### src/sv/pin_bbox_wirelength_core_macros.svh
// Assertion macros for the pin bounding-box wirelength core.
// Included by the top level; no other dependencies.
`ifndef PIN_BBOX_WIRELENGTH_CORE_MACROS_SVH
`define PIN_BBOX_WIRELENGTH_CORE_MACROS_SVH

// Same-cycle implication, disabled while reset is high.
`define PBW_ASSERT_IMPLY(label, clk, rst, ante, cons, msg) \
   label: assert property (@(posedge clk) disable iff (rst) (ante) |-> (cons)) \
      else $error(msg);

// Next-cycle implication, disabled while reset is high.
`define PBW_ASSERT_NEXT(label, clk, rst, ante, cons, msg) \
   label: assert property (@(posedge clk) disable iff (rst) (ante) |=> (cons)) \
      else $error(msg);

`endif

### src/sv/pbw_pkg.sv
// Shared types and constants of the pin bounding-box wirelength core.
// No dependencies; imported by every other file but the macros header.
`timescale 1ns / 1ps
`default_nettype none

package pbw_pkg;

   // Field widths of the pin and result transfers
   localparam int CENTER_W   = 31;
   localparam int OFFSET_W   = 17;
   localparam int ORIENT_W   = 3;
   localparam int NET_WL_W   = 33;
   localparam int TOTAL_OUT_W = 48;

   // Default datapath widths
   localparam int COORD_BITS_DEF = 32;
   localparam int TOTAL_BITS_DEF = 48;

   // Pin count: saturates once a net has enough pins for a box
   localparam logic [1:0] PINS_NONE   = 2'd0;
   localparam logic [1:0] PINS_ENOUGH = 2'd2;

   // Cell orientations
   typedef enum logic [ORIENT_W-1:0] {
      ORIENT_R0    = 3'd0,
      ORIENT_R90   = 3'd1,
      ORIENT_R180  = 3'd2,
      ORIENT_R270  = 3'd3,
      ORIENT_MY    = 3'd4,
      ORIENT_MYR90 = 3'd5,
      ORIENT_MX    = 3'd6,
      ORIENT_MXR90 = 3'd7
   } orient_type;

   // Per-pin control flags carried along with the pin point
   typedef struct packed {
      logic last_pin;
      logic new_list;
   } pin_flags_type;

   // One result transfer
   typedef struct packed {
      logic [NET_WL_W-1:0]    net_wirelength;
      logic [TOTAL_OUT_W-1:0] total_wirelength;
      logic                   too_few_pins;
   } result_type;

endpackage

`default_nettype wire

### src/sv/pbw_req_if.sv
// Pin input channel: valid/ready plus one pin's fields.
// Depends on pbw_pkg.
`timescale 1ns / 1ps
`default_nettype none

interface pbw_req_if import pbw_pkg::*; ();
   logic                       valid;
   logic                       ready;
   logic signed [CENTER_W-1:0] center_x;
   logic signed [CENTER_W-1:0] center_y;
   logic signed [OFFSET_W-1:0] offset_x;
   logic signed [OFFSET_W-1:0] offset_y;
   logic [ORIENT_W-1:0]        orientation;
   logic                       last_pin;
   logic                       new_list;

   modport source (
      output valid, center_x, center_y, offset_x, offset_y, orientation,
             last_pin, new_list,
      input  ready
   );

   modport sink (
      input  valid, center_x, center_y, offset_x, offset_y, orientation,
             last_pin, new_list,
      output ready
   );
endinterface

`default_nettype wire

### src/sv/pbw_rsp_if.sv
// Result channel: valid/ready plus one net's wirelength result.
// Depends on pbw_pkg.
`timescale 1ns / 1ps
`default_nettype none

interface pbw_rsp_if import pbw_pkg::*; ();
   logic                   valid;
   logic                   ready;
   logic [NET_WL_W-1:0]    net_wirelength;
   logic [TOTAL_OUT_W-1:0] total_wirelength;
   logic                   too_few_pins;

   modport source (
      output valid, net_wirelength, total_wirelength, too_few_pins,
      input  ready
   );

   modport sink (
      input  valid, net_wirelength, total_wirelength, too_few_pins,
      output ready
   );
endinterface

`default_nettype wire

### src/sv/pin_bbox_wirelength_core.sv
// Top level of the pin bounding-box wirelength core.
// Depends on pbw_pkg, pbw_req_if, pbw_rsp_if, pbw_pin_stage, pbw_net_accum
// and pin_bbox_wirelength_core_macros.svh.
//
// Usage:
//   req_chan carries one pin per transfer: cell center, pin offset,
//   orientation, and the last_pin / new_list flags. Pins of a net arrive
//   in order; the transfer with last_pin set closes the net.
//   rsp_chan carries one result per closed net: half-perimeter wirelength
//   (saturated to 33 bits), the saturating running total and a flag for
//   nets with fewer than two pins (wirelength 0, nothing added to total).
//   Path: the point register loads at the last pin's transfer, and the
//   result register loads from it when that pin moves on; a stalled
//   receiver can hold the pin in the point register between the two.
//   Throughput: one pin per cycle while no last pin waits on a stalled
//   receiver; box compare, span add and total add feed the result register.
//   Reset (synchronous) empties both stages, clears the pin count and the
//   running total; the box is reloaded by the next pin.
//   When the receiver stalls, the result register holds; pins that do
//   not close a net keep flowing, and a last pin waits in the point
//   register, which then drops req_chan.ready.
`timescale 1ns / 1ps
`default_nettype none
`include "pin_bbox_wirelength_core_macros.svh"

module pin_bbox_wirelength_core import pbw_pkg::*; #(
   parameter int COORD_BITS = COORD_BITS_DEF,
   parameter int TOTAL_BITS = TOTAL_BITS_DEF
) (
   input  wire logic clock,
   input  wire logic reset,
   pbw_req_if.sink   req_chan,
   pbw_rsp_if.source rsp_chan
);

   pin_flags_type                in_flags, pt_flags;
   logic                         pt_valid, pt_ready;
   logic signed [COORD_BITS-1:0] point_x, point_y;
   logic                         res_valid;
   result_type                   result;

   assign in_flags.last_pin = req_chan.last_pin;
   assign in_flags.new_list = req_chan.new_list;

   // Pin point formation and input register
   pbw_pin_stage #(
      .COORD_BITS (COORD_BITS)
   ) u_pin_stage (
      .clock       (clock),
      .reset       (reset),
      .in_valid    (req_chan.valid),
      .in_ready    (req_chan.ready),
      .center_x    (req_chan.center_x),
      .center_y    (req_chan.center_y),
      .offset_x    (req_chan.offset_x),
      .offset_y    (req_chan.offset_y),
      .orientation (req_chan.orientation),
      .in_flags    (in_flags),
      .out_valid   (pt_valid),
      .out_ready   (pt_ready),
      .point_x     (point_x),
      .point_y     (point_y),
      .out_flags   (pt_flags)
   );

   // Bounding box, totals and result register
   pbw_net_accum #(
      .COORD_BITS (COORD_BITS),
      .TOTAL_BITS (TOTAL_BITS)
   ) u_net_accum (
      .clock     (clock),
      .reset     (reset),
      .pt_valid  (pt_valid),
      .pt_ready  (pt_ready),
      .point_x   (point_x),
      .point_y   (point_y),
      .pt_flags  (pt_flags),
      .res_valid (res_valid),
      .res_ready (rsp_chan.ready),
      .result    (result)
   );

   assign rsp_chan.valid            = res_valid;
   assign rsp_chan.net_wirelength   = result.net_wirelength;
   assign rsp_chan.total_wirelength = result.total_wirelength;
   assign rsp_chan.too_few_pins     = result.too_few_pins;

   // Checks
   `PBW_ASSERT_IMPLY(a_short_net_zero, clock, reset,
      rsp_chan.valid && rsp_chan.too_few_pins, rsp_chan.net_wirelength == '0,
      "short net reported a nonzero wirelength")
   `PBW_ASSERT_IMPLY(a_stall_means_full, clock, reset,
      !req_chan.ready, pt_valid && pt_flags.last_pin && rsp_chan.valid,
      "pin input stalled without a blocked last pin")
   `PBW_ASSERT_NEXT(a_last_pin_waits, clock, reset,
      pt_valid && pt_flags.last_pin && rsp_chan.valid && !rsp_chan.ready,
      pt_valid && pt_flags.last_pin,
      "blocked last pin left the point register")

endmodule

`default_nettype wire

### src/sv/pbw_pin_stage.sv
// Pin point stage: applies the orientation to the offset, adds the cell
// center and registers the point with its flags. Depends on pbw_pkg.
`timescale 1ns / 1ps
`default_nettype none

module pbw_pin_stage import pbw_pkg::*; #(
   parameter int COORD_BITS = COORD_BITS_DEF
) (
   input  wire logic                         clock,
   input  wire logic                         reset,
   // upstream
   input  wire logic                         in_valid,
   output logic                              in_ready,
   input  wire logic signed [CENTER_W-1:0]   center_x,
   input  wire logic signed [CENTER_W-1:0]   center_y,
   input  wire logic signed [OFFSET_W-1:0]   offset_x,
   input  wire logic signed [OFFSET_W-1:0]   offset_y,
   input  wire logic [ORIENT_W-1:0]          orientation,
   input  wire pin_flags_type                in_flags,
   // downstream
   output logic                              out_valid,
   input  wire logic                         out_ready,
   output logic signed [COORD_BITS-1:0]      point_x,
   output logic signed [COORD_BITS-1:0]      point_y,
   output pin_flags_type                     out_flags
);

   localparam int NEG_W = OFFSET_W + 1;
   localparam int SUM_W = CENTER_W + 2;

   logic signed [NEG_W-1:0] ox_pos, ox_neg, oy_pos, oy_neg;
   logic signed [NEG_W-1:0] dx, dy;
   logic signed [SUM_W-1:0] sum_x, sum_y;
   orient_type              orient;

   logic                          valid_ff, valid_in;
   logic signed [COORD_BITS-1:0]  x_ff, y_ff;
   pin_flags_type                 flags_ff;

   // Offset rotation / mirror; negation needs one extra bit
   always_comb begin
      ox_pos = NEG_W'(offset_x);
      oy_pos = NEG_W'(offset_y);
      ox_neg = -ox_pos;
      oy_neg = -oy_pos;
      orient = orient_type'(orientation);
      unique case (orient)
         ORIENT_R0:    begin dx = ox_pos; dy = oy_pos; end
         ORIENT_R90:   begin dx = oy_pos; dy = ox_neg; end
         ORIENT_R180:  begin dx = ox_neg; dy = oy_neg; end
         ORIENT_R270:  begin dx = oy_neg; dy = ox_pos; end
         ORIENT_MY:    begin dx = ox_neg; dy = oy_pos; end
         ORIENT_MYR90: begin dx = oy_pos; dy = ox_pos; end
         ORIENT_MX:    begin dx = ox_pos; dy = oy_neg; end
         ORIENT_MXR90: begin dx = oy_neg; dy = ox_neg; end
         default:      begin dx = ox_pos; dy = oy_pos; end
      endcase
      sum_x = SUM_W'(center_x) + SUM_W'(dx);
      sum_y = SUM_W'(center_y) + SUM_W'(dy);
   end

   // Stage handshake: take a pin when empty or when the held one moves on
   assign in_ready = !valid_ff || out_ready;

   always_comb begin
      valid_in = valid_ff;
      if (in_ready) begin
         valid_in = in_valid;
      end
   end

   always_ff @(posedge clock) begin
      if (reset) begin
         valid_ff <= 1'b0;
      end else begin
         valid_ff <= valid_in;
      end
   end

   // Point wraps or sign-extends to the coordinate width
   always_ff @(posedge clock) begin
      if (in_ready && in_valid) begin
         x_ff     <= COORD_BITS'(sum_x);
         y_ff     <= COORD_BITS'(sum_y);
         flags_ff <= in_flags;
      end
   end

   assign out_valid = valid_ff;
   assign point_x   = x_ff;
   assign point_y   = y_ff;
   assign out_flags = flags_ff;

endmodule

`default_nettype wire

### src/sv/pbw_net_accum.sv
// Net accumulator: bounding box, pin count, saturating total and the
// result register. Depends on pbw_pkg.
`timescale 1ns / 1ps
`default_nettype none

module pbw_net_accum import pbw_pkg::*; #(
   parameter int COORD_BITS = COORD_BITS_DEF,
   parameter int TOTAL_BITS = TOTAL_BITS_DEF
) (
   input  wire logic                         clock,
   input  wire logic                         reset,
   // pin points
   input  wire logic                         pt_valid,
   output logic                              pt_ready,
   input  wire logic signed [COORD_BITS-1:0] point_x,
   input  wire logic signed [COORD_BITS-1:0] point_y,
   input  wire pin_flags_type                pt_flags,
   // results
   output logic                              res_valid,
   input  wire logic                         res_ready,
   output result_type                        result
);

   localparam int WL_W  = COORD_BITS + 1;
   localparam int EXT_W = (WL_W > NET_WL_W) ? WL_W : NET_WL_W + 1;
   localparam int SUM_W = ((TOTAL_BITS > WL_W) ? TOTAL_BITS : WL_W) + 1;

   logic signed [COORD_BITS-1:0] min_x_ff, max_x_ff, min_y_ff, max_y_ff;
   logic signed [COORD_BITS-1:0] min_x_in, max_x_in, min_y_in, max_y_in;
   logic [1:0]                   pins_ff, pins_in;
   logic [TOTAL_BITS-1:0]        total_ff, total_in, total_base, total_add;
   logic                         res_valid_ff, res_valid_in;
   result_type                   result_ff, result_in;

   logic                  first_pin, pt_fire, out_room;
   logic [COORD_BITS-1:0] span_x, span_y;
   logic [WL_W-1:0]       wl;
   logic [EXT_W-1:0]      wl_ext;
   logic [NET_WL_W-1:0]   net_out;
   logic [SUM_W-1:0]      sum;

   // Non-last pins never need the result register
   assign out_room = !res_valid_ff || res_ready;
   assign pt_ready = !pt_flags.last_pin || out_room;
   assign pt_fire  = pt_valid && pt_ready;

   // Box update: first pin of a net loads, later pins extend
   always_comb begin
      first_pin = (pins_ff == PINS_NONE);
      if (first_pin) begin
         min_x_in = point_x;
         max_x_in = point_x;
         min_y_in = point_y;
         max_y_in = point_y;
      end else begin
         min_x_in = (point_x < min_x_ff) ? point_x : min_x_ff;
         max_x_in = (point_x > max_x_ff) ? point_x : max_x_ff;
         min_y_in = (point_y < min_y_ff) ? point_y : min_y_ff;
         max_y_in = (point_y > max_y_ff) ? point_y : max_y_ff;
      end
   end

   // Half perimeter of the updated box, saturated to the output width
   always_comb begin
      span_x  = max_x_in - min_x_in;
      span_y  = max_y_in - min_y_in;
      wl      = WL_W'(span_x) + WL_W'(span_y);
      wl_ext  = EXT_W'(wl);
      net_out = (|wl_ext[EXT_W-1:NET_WL_W]) ? '1 : wl_ext[NET_WL_W-1:0];
   end

   // Saturating total; a new list starts from zero before this pin
   always_comb begin
      total_base = pt_flags.new_list ? '0 : total_ff;
      sum        = SUM_W'(total_base) + SUM_W'(wl);
      total_add  = (|sum[SUM_W-1:TOTAL_BITS]) ? '1 : sum[TOTAL_BITS-1:0];
   end

   // Next state and result
   always_comb begin
      pins_in      = pins_ff;
      total_in     = total_ff;
      res_valid_in = res_valid_ff && !res_ready;
      result_in    = result_ff;
      if (pt_fire) begin
         total_in = total_base;
         if (pins_ff != PINS_ENOUGH) begin
            pins_in = pins_ff + 2'd1;
         end
         if (pt_flags.last_pin) begin
            pins_in      = PINS_NONE;
            res_valid_in = 1'b1;
            if (first_pin) begin
               // single-pin net: nothing added, total still reported
               result_in.net_wirelength   = '0;
               result_in.total_wirelength = TOTAL_OUT_W'(total_base);
               result_in.too_few_pins     = 1'b1;
            end else begin
               total_in                   = total_add;
               result_in.net_wirelength   = net_out;
               result_in.total_wirelength = TOTAL_OUT_W'(total_add);
               result_in.too_few_pins     = 1'b0;
            end
         end
      end
   end

   always_ff @(posedge clock) begin
      if (reset) begin
         pins_ff      <= PINS_NONE;
         total_ff     <= '0;
         res_valid_ff <= 1'b0;
      end else begin
         pins_ff      <= pins_in;
         total_ff     <= total_in;
         res_valid_ff <= res_valid_in;
      end
   end

   // Box contents only matter once the first pin of a net has loaded them
   always_ff @(posedge clock) begin
      if (pt_fire) begin
         min_x_ff <= min_x_in;
         max_x_ff <= max_x_in;
         min_y_ff <= min_y_in;
         max_y_ff <= max_y_in;
      end
      result_ff <= result_in;
   end

   assign res_valid = res_valid_ff;
   assign result    = result_ff;

endmodule

`default_nettype wire
### src/flat_wrapper.sv
// flat-port wrapper written by rule: the top's interface ports become plain ports
module pin_bbox_wirelength_core_flat import pbw_pkg::*;
#(
   parameter int COORD_BITS = COORD_BITS_DEF,
   parameter int TOTAL_BITS = TOTAL_BITS_DEF
)
  (clock, reset, req_chan_valid, req_chan_center_x, req_chan_center_y, req_chan_offset_x, req_chan_offset_y, req_chan_orientation, req_chan_last_pin, req_chan_new_list, req_chan_ready, rsp_chan_valid, rsp_chan_net_wirelength, rsp_chan_total_wirelength, rsp_chan_too_few_pins, rsp_chan_ready);
  pbw_req_if req_chan_i ();
  pbw_rsp_if rsp_chan_i ();
  input  wire logic clock;
  input  wire logic reset;
  input wire logic [$bits(req_chan_i.valid)-1:0] req_chan_valid;
  input wire logic [$bits(req_chan_i.center_x)-1:0] req_chan_center_x;
  input wire logic [$bits(req_chan_i.center_y)-1:0] req_chan_center_y;
  input wire logic [$bits(req_chan_i.offset_x)-1:0] req_chan_offset_x;
  input wire logic [$bits(req_chan_i.offset_y)-1:0] req_chan_offset_y;
  input wire logic [$bits(req_chan_i.orientation)-1:0] req_chan_orientation;
  input wire logic [$bits(req_chan_i.last_pin)-1:0] req_chan_last_pin;
  input wire logic [$bits(req_chan_i.new_list)-1:0] req_chan_new_list;
  output wire logic [$bits(req_chan_i.ready)-1:0] req_chan_ready;
  output wire logic [$bits(rsp_chan_i.valid)-1:0] rsp_chan_valid;
  output wire logic [$bits(rsp_chan_i.net_wirelength)-1:0] rsp_chan_net_wirelength;
  output wire logic [$bits(rsp_chan_i.total_wirelength)-1:0] rsp_chan_total_wirelength;
  output wire logic [$bits(rsp_chan_i.too_few_pins)-1:0] rsp_chan_too_few_pins;
  input wire logic [$bits(rsp_chan_i.ready)-1:0] rsp_chan_ready;
  assign req_chan_i.valid = req_chan_valid;
  assign req_chan_i.center_x = req_chan_center_x;
  assign req_chan_i.center_y = req_chan_center_y;
  assign req_chan_i.offset_x = req_chan_offset_x;
  assign req_chan_i.offset_y = req_chan_offset_y;
  assign req_chan_i.orientation = req_chan_orientation;
  assign req_chan_i.last_pin = req_chan_last_pin;
  assign req_chan_i.new_list = req_chan_new_list;
  assign req_chan_ready = req_chan_i.ready;
  assign rsp_chan_valid = rsp_chan_i.valid;
  assign rsp_chan_net_wirelength = rsp_chan_i.net_wirelength;
  assign rsp_chan_total_wirelength = rsp_chan_i.total_wirelength;
  assign rsp_chan_too_few_pins = rsp_chan_i.too_few_pins;
  assign rsp_chan_i.ready = rsp_chan_ready;
  pin_bbox_wirelength_core #(.COORD_BITS(COORD_BITS), .TOTAL_BITS(TOTAL_BITS)) u_core (.clock(clock), .reset(reset), .req_chan(req_chan_i), .rsp_chan(rsp_chan_i));
endmodule
### config.mk
export PLATFORM = sky130hd
export DESIGN_NAME = pin_bbox_wirelength_core_flat
export DESIGN_NICKNAME = d
export VERILOG_FILES = /design/src/sv/pbw_pkg.sv /design/src/sv/pbw_req_if.sv /design/src/sv/pbw_rsp_if.sv /design/src/sv/pin_bbox_wirelength_core.sv /design/src/sv/pbw_pin_stage.sv /design/src/sv/pbw_net_accum.sv /design/src/flat_wrapper.sv
export VERILOG_INCLUDE_DIRS = /design/src /design/src/sv
export SDC_FILE = /design/constraint.sdc
export NUM_CORES = 1
export LEC_CHECK = 0
export ABC_AREA = 1
export BUFFER_PORTS_ARGS = -buffer_cell sky130_fd_sc_hd__buf_2
export CAP_MARGIN = 20
export CORE_ASPECT_RATIO = 0.6
export CORE_MARGIN = 4
export CORE_UTILIZATION = 52
export CTS_CLUSTER_SIZE = 12
export DETAILED_ROUTE_END_ITERATION = 8
export PLACE_DENSITY = 0.72
export SLEW_MARGIN = 40
export SYNTH_ARGS = -nofsm -noshare
export SYNTH_HDL_FRONTEND = slang
export SYNTH_HIERARCHICAL = 1
export SYNTH_SLANG_ARGS = --single-unit
### constraint.sdc
create_clock -name clock -period 22.4 [get_ports clock]
set_input_delay 2.24 -clock clock [delete_from_list [all_inputs] [get_ports clock]]
set_output_delay 2.24 -clock clock [all_outputs]
set_load 0.03 [all_outputs]
==> results.sh <==
export IMPL_row_count=69
export IMPL_drtIter0Drc=3953
export IMPL_synth_nets=5028
export IMPL_clk_pin_slew_ps=60
export IMPL_critical_path_arrival_ps=10450
export IMPL_avgSynthCellArea_um2=6.78
export IMPL_initial_core_util_pct=52.5
export IMPL_fmaxAchievable_ghz=0.100
export IMPL_min_path_type="reg -> reg"
export IMPL_ys_warn_count=6
export IMPL_cts_root_buf="clkbuf_16"
export IMPL_cts_buffers=35
export IMPL_multi_input_area_um2=18300
export IMPL_post_drt_wl_per_cell_um=17.3
export IMPL_hold_viol_final=0
export IMPL_dr_pass1_iters=6
export IMPL_grt_antenna_before_repair=1
export IMPL_finClkSkew_ps=22.6
export IMPL_finalSetupViolCount=0
export IMPL_finalInstanceArea_um2=33900
export IMPL_vias=30434
export IMPL_port_buffers=188
export IMPL_finalCriticalPeriod_ps=9990
export IMPL_cts_htree_levels=2
export IMPL_wl_mm=96.4
export IMPL_p_leak_nw=17.8
export IMPL_clockBufferDepth=3
export IMPL_placed_cell_area_um2=32800
export IMPL_r2r_end="u_core/u_net_accum/total_ff[16]"
export IMPL_cp_start_kind="flop"
export IMPL_insertion_delay_ps=550
export IMPL_avgViaCountPerCell=5.48
export IMPL_fin_nets=5191
export IMPL_fin_hold_ws_ps=450
export IMPL_powerDensity_nw_per_um2=157
export IMPL_gp_congestion=1.02
export IMPL_dp_hpwl_mm=77.7
export IMPL_critPathMaxFanout=41
export IMPL_cts_tree="built"
export IMPL_vdd_drop_max_mv=0.140
export IMPL_insertedDiodeCount=0
export IMPL_drtAntennaViolNets=0
export IMPL_worstHoldPathCells=1
export IMPL_period_share_pct=44.6
export IMPL_cp_end_kind="flop"
export IMPL_grt_pass1_wl_mm=150
export IMPL_grt_overflow_total=0
export IMPL_r2r_slack_ps=12410
export IMPL_placed_cells=5496
export IMPL_die_width_um=324
export IMPL_reg2regPathDepth=54
export IMPL_maxCapViolations=0
export IMPL_die_h_um=197
export IMPL_tightest_slew_ps=854
export IMPL_remaining_drc_errors=0
export IMPL_regArea_um2=9330
export IMPL_yosysUniqueCellTypes=57
export IMPL_synth_seq_cells=328
export IMPL_grt_max_degree=70
export IMPL_pin_count=189
export IMPL_status="finished, final reports clean"
export IMPL_synthCells=4591
export IMPL_cts_setup_buffers=0
export IMPL_synthArstFlopShare_pct=0
export IMPL_crit_slowest_cell="nor3_1"
export IMPL_rsz0062_at_grt="no"
export IMPL_cp_common_cell="nand2_1"
export IMPL_cp_data_required_time_ps=22860
export IMPL_hold_start="u_core/u_net_accum/pins_ff[0]"
export IMPL_finalMaxSlewViolations=0
export IMPL_clock_sinks=328
export IMPL_holdPathEnd="u_core/u_net_accum/pins_ff[0]"
export IMPL_ys_seq_area_share_pct=30.0
export IMPL_grt_usage_pct=29.4
export IMPL_fp_dieArea_um2=63900
export IMPL_syn_to_final_growth_pct=9.04
export IMPL_slowest_delay_ps=510
export IMPL_cp_top_family="simple AND/OR/NAND/NOR gates"
export IMPL_final_cell_count_no_fill=5554
export IMPL_critPathKind="reg -> reg"
export IMPL_post_cts_resized=0
export IMPL_cts_hold_buf=0
export IMPL_final_layout_size_suffix_gt1_share_pct=7.06
export IMPL_synth_edf_count=276
export IMPL_reg2reg_from="u_core/u_pin_stage/point_x[31]"
export IMPL_nFillCells=5702
export IMPL_ys_flop_type="edfxtp_1"
export IMPL_final_setup_tns_ps=0
export IMPL_grt_pass1_vias=26936
export IMPL_synth_area_um2=31100
export IMPL_path_buf_inv=5
export IMPL_core_area_um2=59200
export IMPL_slew_headroom_pct=43.0
-- per-stage QoR --
stage / power, mW / utilization [%] / setup slack, ps
2_1_floorplan: 3.52 / - / 14990
3_3_place_gp: 4.58 / 55.4 / 12890
3_5_place_dp: 4.60 / 55.4 / 12750
4_1_cts: 5.19 / 57.2 / 12690
5_1_grt: 5.71 / 57.3 / 11590
6_report: 5.32 / 57.3 / 12410
-- state kept, by name, indices dropped and copies added, names as in the netlist --
signal                        flops
u_core/u_net_accum/max_y_ff      32
u_core/u_net_accum/max_x_ff      32
u_core/u_pin_stage/out_valid      1
u_core/u_net_accum/min_x_ff      32
u_core/u_net_accum/total_ff      48
u_core/u_net_accum/min_y_ff      32
u_core/u_pin_stage/point_y       32
u_core/u_net_accum/pins_ff        2
u_core/u_net_accum/result        82
u_core/u_pin_stage/out_flags      2
u_core/u_net_accum/res_valid      1
u_core/u_pin_stage/point_x       32
-- how the worst max path moves through the flow --
stage | startpoint | endpoint | depth (start not counted) | slack (ps)
floorplan | rsp_chan_ready | u_core/u_net_accum/result[0] | 6 | 14990
global placement | u_core/u_pin_stage/point_x[31] | u_core/u_net_accum/total_ff[35] | 41 | 12890
detailed placement | u_core/u_pin_stage/point_x[31] | u_core/u_net_accum/total_ff[2] | 44 | 12750
CTS | u_core/u_pin_stage/point_x[31] | u_core/u_net_accum/total_ff[16] | 54 | 12690
global route | u_core/u_pin_stage/point_x[31] | u_core/u_net_accum/total_ff[16] | 49 | 11590
finish | u_core/u_pin_stage/point_x[31] | u_core/u_net_accum/total_ff[16] | 54 | 12410
-- cell usage after synthesis (8+ instances only) --
library cell	number	share of area (%)
nand3_1	210	3.4
o22ai_1	9	0.18
nand2_2	24	0.48
a21oi_1	364	5.9
buf_2	11	0.18
nand3_2	15	0.48
nor3_1	52	0.84
ha_1	326	13
edfxtp_1	276	27
a21o_1	12	0.29
nand3b_1	10	0.24
nand4_1	43	0.86
xnor2_1	39	1.1
xor2_1	90	2.5
a21oi_4	10	0.52
inv_2	8	0.097
nand2_1	1356	16
dfxtp_1	52	3.3
a211oi_1	13	0.31
o21ai_1	21	0.34
o21bai_1	13	0.31
clkbuf_1	56	0.68
inv_1	834	10
o21a_1	18	0.43
o21ai_0	294	4.7
nor2_1	352	4.2
-- routing by layer --
layer	up-vias	share of wire (%)	GRT usage, %	routed length, um
li1	15189	-	-	-
met3	77	13	8.45	12100
met4	2	0.96	3.46	925
met2	1391	38	39.6	36500
met1	13775	49	47.0	46900
met5	-	0.0073	0	7
-- where the power goes --
group,total (mW),switching [mW],internal [mW]
clock network,0.569,0.247,0.322
logic,3.92,2.72,1.20
registers,0.824,0.0461,0.778
total,5.32,3.01,2.30
-- layout by cell type (no fill, tap or decap), types with 39 or more instances in the layout --
master / netlist / final
nand2_1: 1356 / 1355
inv_1: 834 / 831
a21oi_1: 364 / 363
nor2_1: 352 / 351
ha_1: 326 / 326
o21ai_0: 294 / 294
edfxtp_1: 276 / 276
nand3_1: 210 / 210
buf_2: 11 / 188
xor2_1: 90 / 90
nor3_1: 52 / 52
dfxtp_1: 52 / 52
nand4_1: 43 / 43
xnor2_1: 39 / 39
-- logic make-up after synthesis --
group,after synthesis,synth area share (%)
flops,328,30.0
compound gates,800,14.2
buf+inv,923,11.3
xor+xnor,130,3.68
simple gates,2078,27.3
fa+ha+maj,332,13.5
-- area by class of cell --
type | instances | area share, %
clock buffers | 50 | 2.96
clock inverters | 6 | 0.166
inverters | 844 | 9.37
multi-input cells | 3340 | 53.9
flip-flops and latches | 328 | 27.5
well taps | 781 | 2.88
repair buffers | 205 | 3.24
Power figures use the tool's default switching activity.
